$ cat config.mk
export PLATFORM = sky130hd
export DESIGN_NAME = integer_divider_32
export DESIGN_NICKNAME = d
export VERILOG_FILES = /design/src/hw/rtl/idiv32_pkg.sv /design/src/hw/rtl/integer_divider_32.sv
export SDC_FILE = /design/constraint.sdc
export NUM_CORES = 1
export LEC_CHECK = 0
export ABC_AREA = 1
export BUFFER_PORTS_ARGS = -buffer_cell sky130_fd_sc_hd__buf_4
export CAP_MARGIN = 20
export CELL_PAD_IN_SITES_DETAIL_PLACEMENT = 1
export CELL_PAD_IN_SITES_GLOBAL_PLACEMENT = 1
export CORE_UTILIZATION = 30
export CTS_BUF_LIST = sky130_fd_sc_hd__clkbuf_16
export CTS_CLUSTER_DIAMETER = 50
export DETAILED_ROUTE_END_ITERATION = 12
export PLACE_DENSITY_LB_ADDON = 0.1
export SLEW_MARGIN = 20
export SYNTH_ARGS = -nofsm -noshare
export SYNTH_HDL_FRONTEND = slang
export SYNTH_SLANG_ARGS = --single-unit
$ cat constraint.sdc
create_clock -name clk -period 4.78 [get_ports clk]
set_clock_uncertainty 0.1 [all_clocks]
set_input_delay 0.956 -clock clk [delete_from_list [all_inputs] [get_ports clk]]
set_output_delay 0.956 -clock clk [all_outputs]
set_load 0.02 [all_outputs]
$ cat src/hw/rtl/idiv32_pkg.sv
`timescale 1ns / 1ps
`default_nettype none

package idiv32_pkg;

  // width of the operand and result ports
  localparam int XLEN = 32;
  localparam int CMD_W = 2;
  localparam int DATA_WIDTH_DEF = 32;

  typedef enum logic [CMD_W-1:0] {
    CMD_SQUO = 2'd0,
    CMD_SREM = 2'd1,
    CMD_UQUO = 2'd2,
    CMD_UREM = 2'd3
  } idiv_cmd_t;

  typedef enum logic [1:0] {
    ST_IDLE,
    ST_DIV,
    ST_FIX
  } idiv_state_t;

endpackage

`default_nettype wire

$ cat src/hw/rtl/integer_divider_32.sv
// channel | ports                                         | direction
// in      | in_valid, in_ready, in_command, in_dividend,  | word in
//         | in_divisor                                    |
// out     | out_valid, out_ready, out_result              | word out
//
// each word is handled in order: the operands and their magnitudes are taken,
// the shared subtract/compare unit forms the quotient bits one at a time, and
// the sign fix-up writes the output register; no new word is taken until idle.
// in_ready is high whenever the sequencer is idle, even while a result waits.
// a finished result waits in the fix-up cycle if the output register is full.
// rst_n is synchronous; it clears the sequencer and the output valid.
`timescale 1ns / 1ps
`default_nettype none

module integer_divider_32
  import idiv32_pkg::*;
#(
  parameter int DATA_WIDTH = DATA_WIDTH_DEF
) (
  input  wire logic             clk,
  input  wire logic             rst_n,
  input  wire logic             in_valid,
  output logic                  in_ready,
  input  wire logic [CMD_W-1:0] in_command,
  input  wire logic [XLEN-1:0]  in_dividend,
  input  wire logic [XLEN-1:0]  in_divisor,
  output logic                  out_valid,
  input  wire logic             out_ready,
  output logic [XLEN-1:0]       out_result
);

  localparam int CNT_W = $clog2(DATA_WIDTH);

  idiv_state_t state_r, state_nxt;

  logic [CNT_W-1:0]      cnt_r, cnt_nxt;
  logic [DATA_WIDTH-1:0] rem_r, rem_nxt;
  logic [DATA_WIDTH-1:0] quo_r, quo_nxt;
  logic [DATA_WIDTH-1:0] div_r, div_nxt;
  logic                  neg_q_r, neg_q_nxt;
  logic                  neg_r_r, neg_r_nxt;
  logic                  sel_rem_r, sel_rem_nxt;
  logic                  dzero_r, dzero_nxt;
  logic                  out_valid_r, out_valid_nxt;
  logic [XLEN-1:0]       out_result_r, out_result_nxt;

  logic                  in_fire;
  logic                  fix_fire;
  logic                  step_en;

  logic [DATA_WIDTH-1:0] a_w, b_w, a_mag, b_mag;
  logic                  is_signed, a_neg, b_neg;

  logic                  carry;
  logic [DATA_WIDTH-1:0] rem_sh;
  logic [DATA_WIDTH:0]   diff;
  logic                  ge;

  logic [DATA_WIDTH-1:0] mag;
  logic [DATA_WIDTH-1:0] res_w;
  logic                  neg_sel;

  // operand magnitudes
  always_comb begin
    a_w = DATA_WIDTH'(in_dividend);
    b_w = DATA_WIDTH'(in_divisor);
    is_signed = (in_command == CMD_SQUO) || (in_command == CMD_SREM);
    a_neg = is_signed & a_w[DATA_WIDTH-1];
    b_neg = is_signed & b_w[DATA_WIDTH-1];
    a_mag = a_neg ? (~a_w + 1'b1) : a_w;
    b_mag = b_neg ? (~b_w + 1'b1) : b_w;
  end

  // shared restoring step: shift in next dividend bit, trial subtract
  always_comb begin
    carry  = rem_r[DATA_WIDTH-1];
    rem_sh = {rem_r[DATA_WIDTH-2:0], quo_r[DATA_WIDTH-1]};
    diff   = {carry, rem_sh} - {1'b0, div_r};
    ge     = ~diff[DATA_WIDTH];
  end

  // sign fix-up; zero divisor forces quotient 0 (remainder is already the dividend)
  always_comb begin
    mag     = sel_rem_r ? rem_r : (dzero_r ? '0 : quo_r);
    neg_sel = sel_rem_r ? neg_r_r : neg_q_r;
    res_w   = neg_sel ? (~mag + 1'b1) : mag;
  end

  // next state
  always_comb begin
    state_nxt = state_r;
    case (state_r)
      ST_IDLE: begin
        if (in_valid) state_nxt = ST_DIV;
      end
      ST_DIV: begin
        if (cnt_r == '0) state_nxt = ST_FIX;
      end
      ST_FIX: begin
        if (!out_valid_r || out_ready) state_nxt = ST_IDLE;
      end
      default: state_nxt = ST_IDLE;
    endcase
  end

  // outputs of the sequencer
  always_comb begin
    in_ready = 1'b0;
    step_en  = 1'b0;
    fix_fire = 1'b0;
    case (state_r)
      ST_IDLE: in_ready = 1'b1;
      ST_DIV:  step_en  = 1'b1;
      ST_FIX:  fix_fire = !out_valid_r || out_ready;
      default: in_ready = 1'b0;
    endcase
  end

  assign in_fire = in_valid & in_ready;

  // datapath next values
  always_comb begin
    cnt_nxt        = cnt_r;
    rem_nxt        = rem_r;
    quo_nxt        = quo_r;
    div_nxt        = div_r;
    neg_q_nxt      = neg_q_r;
    neg_r_nxt      = neg_r_r;
    sel_rem_nxt    = sel_rem_r;
    dzero_nxt      = dzero_r;
    out_result_nxt = out_result_r;
    out_valid_nxt  = out_valid_r & ~out_ready;
    if (in_fire) begin
      cnt_nxt     = CNT_W'(DATA_WIDTH - 1);
      rem_nxt     = '0;
      quo_nxt     = a_mag;
      div_nxt     = b_mag;
      neg_q_nxt   = a_neg ^ b_neg;
      neg_r_nxt   = a_neg;
      sel_rem_nxt = (in_command == CMD_SREM) || (in_command == CMD_UREM);
      dzero_nxt   = (b_w == '0);
    end
    if (step_en) begin
      cnt_nxt = cnt_r - 1'b1;
      rem_nxt = ge ? diff[DATA_WIDTH-1:0] : rem_sh;
      quo_nxt = {quo_r[DATA_WIDTH-2:0], ge};
    end
    if (fix_fire) begin
      out_result_nxt = XLEN'(res_w);
      out_valid_nxt  = 1'b1;
    end
  end

  always_ff @(posedge clk) begin
    if (!rst_n) begin
      state_r     <= ST_IDLE;
      out_valid_r <= 1'b0;
    end else begin
      state_r     <= state_nxt;
      out_valid_r <= out_valid_nxt;
    end
  end

  always_ff @(posedge clk) begin
    cnt_r        <= cnt_nxt;
    rem_r        <= rem_nxt;
    quo_r        <= quo_nxt;
    div_r        <= div_nxt;
    neg_q_r      <= neg_q_nxt;
    neg_r_r      <= neg_r_nxt;
    sel_rem_r    <= sel_rem_nxt;
    dzero_r      <= dzero_nxt;
    out_result_r <= out_result_nxt;
  end

  assign out_valid  = out_valid_r;
  assign out_result = out_result_r;

endmodule

`default_nettype wire

==> impl_results.md <==
- Post-CTS Resized: 0
- DRC errors left: 0
- Hpwl dp: about 32,000 um
- Top Ports: about 100
- Syn avg cell area: a little under 7 um2
- Critical Path RT: 4.87 ns
- Worst slew pin tran: slightly below 1 ns
- Register area share after synthesis: between 30 and 40%
- RSZ-0062 raised after global routing: no
- Adder-cell area share of the yosys netlist: about 4.3%
- Part of the cycle the worst path needs: 71.60%
- Setup Fix Bufs, Post-CTS: 0
- Via count: roughly 11,000
- Pre-CTS WS: 1.436 ns
- Max-slew violation count: 0
- Final setup TNS: 0 ns
- Max incr delay on CP: ~0.75 ns
- Clock buffer depth: 2
- Outcome: completed
- Initial Utilization: 30.61%
- Clk pin slew, worst setup/hold paths: roughly 0.06 ns
- Setup ws final: roughly 1.4 ns
- Routability cong.: between 0.8 and 0.9
- Most common cell after layout, fill and taps aside: nand2_1
- CTS tree: yes
- Port-buffer cells: a little over 100
- Most numerous cell on the critical path: nand2_1
- Std-Cell Rows: 70
- Worst skew pair latency: roughly 0.45 ns
- Fin crit period: 3.423 ns
- DR iter-0 viols: approximately 530
- Max-Cap Viols: 0
- Yosys cell types: between 40 and 50
- Maximum VDD drop: roughly 0.28 mV
- CTS sink count: 140
- H-Tree Depth: 4
- Avg WL per Cell: approximately 17 um
- Post-Layout Inst Area: between 10,000 and 15,000 um2
- Final ANT Viol Nets: 0
- Fraction of registers with async set/reset: 0%
- Arrival @ worst endpoint: 3.51 ns
- Worst setup EP type: flop
- Crit path max-delay cell type: inv_2
- Buf/Inv on CP: 2
- Initial antenna violation count: 0
- GR Util All Layers: roughly 21%
- Warnings, synthesis: 0
- TritonCTS Buffers: 17
- Critical Path Source Type: flop
- Hold Fails Final Rpt: 0
- Crit path kind: flop to flop
- Crit path max-delay family: buffers and inverters
- Area growth syn-to-layout: 16.53%
- Commonest non-fill, non-tap cells in the layout: nand2_1 (503), inv_1 (281), nor2_1 (210)
- Syn Nets: roughly 1,700
- HP Class: flop to flop
- Simple-gate share of the synthesized area: a little over a third
- DIE HEIGHT: 195.5 um
- Max Freq: around 0.29 GHz
- Relative slew slack: approximately a third
- Root Driver: clkbuf_16
- Post-synthesis compound-gate area fraction: under 10%
- Dominant cell type by area after synthesis: edfxtp_1
- Placed cell area: roughly 12,000 um2
- Synth top area share: 36.62%
- Final Util: 35.67%
- Largest family of logic cells by synthesized area: simple AND/OR/NAND/NOR gates
- Synth top area cells: edfxtp_1 (37%), nand2_1 (17%), inv_1 (9.4%)
- Worst path cell trace: inv_2 > o21ai_0 > inv_1 > ha_1 > nand3_1 > nor2_1 > nand2_1 > nor2_4 > nand2_1 > nand2_1 > o21ai_1 > xor2_1
- Post-synth EDFFs: 137
- CP max FO: 53
- Full die area: between 30,000 and 40,000 um2
- Hold buffer count at CTS: 0
- Prevailing post-synth register cell: edfxtp_1
- Vias in the first global route: 10,750
- Post-Synthesis Cells: 1,639
- First-pass GRT wire length: 60,350 um
- Pin count of the biggest net entering global routing: 77
- Share of layout cells above drive strength 1: between 10% and 20%
- Via density per instance: between 4 and 5
- Die width: a little under 200 um
- Syn Std Cell Area: 11,230 um2
- Nets: between 1,500 and 2,000
- Final setup violating endpoints: 0
- FF+latch count, synth: 140
- Static Leakage: ~6.4 nW
- XOR/XNOR Fraction of Synth Area: ~5.5%
- Core area: about 37,000 um2
- Grt total ovfl: 0
- Mux cell area share after synthesis: 0%
- Routed WL: between 30,000 and 40,000 um
- DR pass1 iterations: 5
- # diodes: 0
- Power per cell area: 371.7 nW/um2
[worst min-delay path, stage by stage (launching register included)]
cell and delay (ns):
edfxtp_1 0.35, nand2_1 0.06, nand2_1 0.05
[per-stage QoR]
step                std cells  power (W)  hold slack (ns)
finish                   2214   0.004866           0.4646
global route             2214   0.005195           0.5003
CTS                      2213   0.004924           0.4606
detailed placement       2181   0.003538           0.4432
global placement         2181   0.003512           0.4409
floorplan                1639   0.002931           0.4204
[where the power goes]
part / total (W) / internal [W] / switching [W]
clock network: 0.00137 / 0.000818 / 0.000551
logic: 0.00181 / 0.000575 / 0.00124
registers: 0.00168 / 0.00156 / 0.000123
total: 0.00487 / 0.00295 / 0.00191
[state kept, by name, summed over array words and instances (netlist names)]
name        cells
quo_r          32
out_valid       1
neg_r_r         1
out_result     32
cnt_r           5
state_r         2
div_r          32
rem_r          32
sel_rem_r       1
neg_q_r         1
dzero_r         1
[cells in the mapped netlist, drive strengths merged (2+ instances only)]
cell type  instances
o21ai             67
a21o               4
and2               2
a31oi              7
nand2            516
nor2             232
edfxtp           137
inv              286
o211ai             2
or2                3
xor2              49
ha                37
xnor2             22
nand4             12
and3               2
o21bai             2
clkbuf            17
buf               18
nor4               2
a21oi             34
dfxtp              3
nand3            157
nor3              18
nand3b             7
[final timing paths]
kind,startpoint,end,slack [ns],depth (start not counted)
worst max-delay path,sel_rem_r,out_result[16],1.36,12
worst min-delay path,quo_r[10],quo_r[11],0.46,2
worst max register to register,sel_rem_r,out_result[16],1.36,12
worst min register to register,quo_r[10],quo_r[11],0.46,2
[cell families after synthesis]
family                   after synthesis
buffers and inverters                322
flip-flops                           140
AO/OA/AOI/OAI                        117
XOR/XNOR                              71
adder cells (fa/ha/maj)               38
AND/OR/NAND/NOR                      951
[routing by layer]
layer  up-vias  wire length [um]  track usage (%)
met5         -                 0                0
met4         0               401            4.695
met3        22              1003            2.366
met2       149             18120            34.63
met1      5014             19170            28.73
li1       5336                 -                -
[area by class of cell]
type                       count  area, um2
tap                          468      585.6
clock buffer                  17      425.4
clock inverter                15      172.7
fill                        4638      23610
multi-input combinational   1177       5817
sequential                   140       4174
inverter                     287       1077
timing repair buffer         110      838.3
Power figures use the tool's default switching activity.
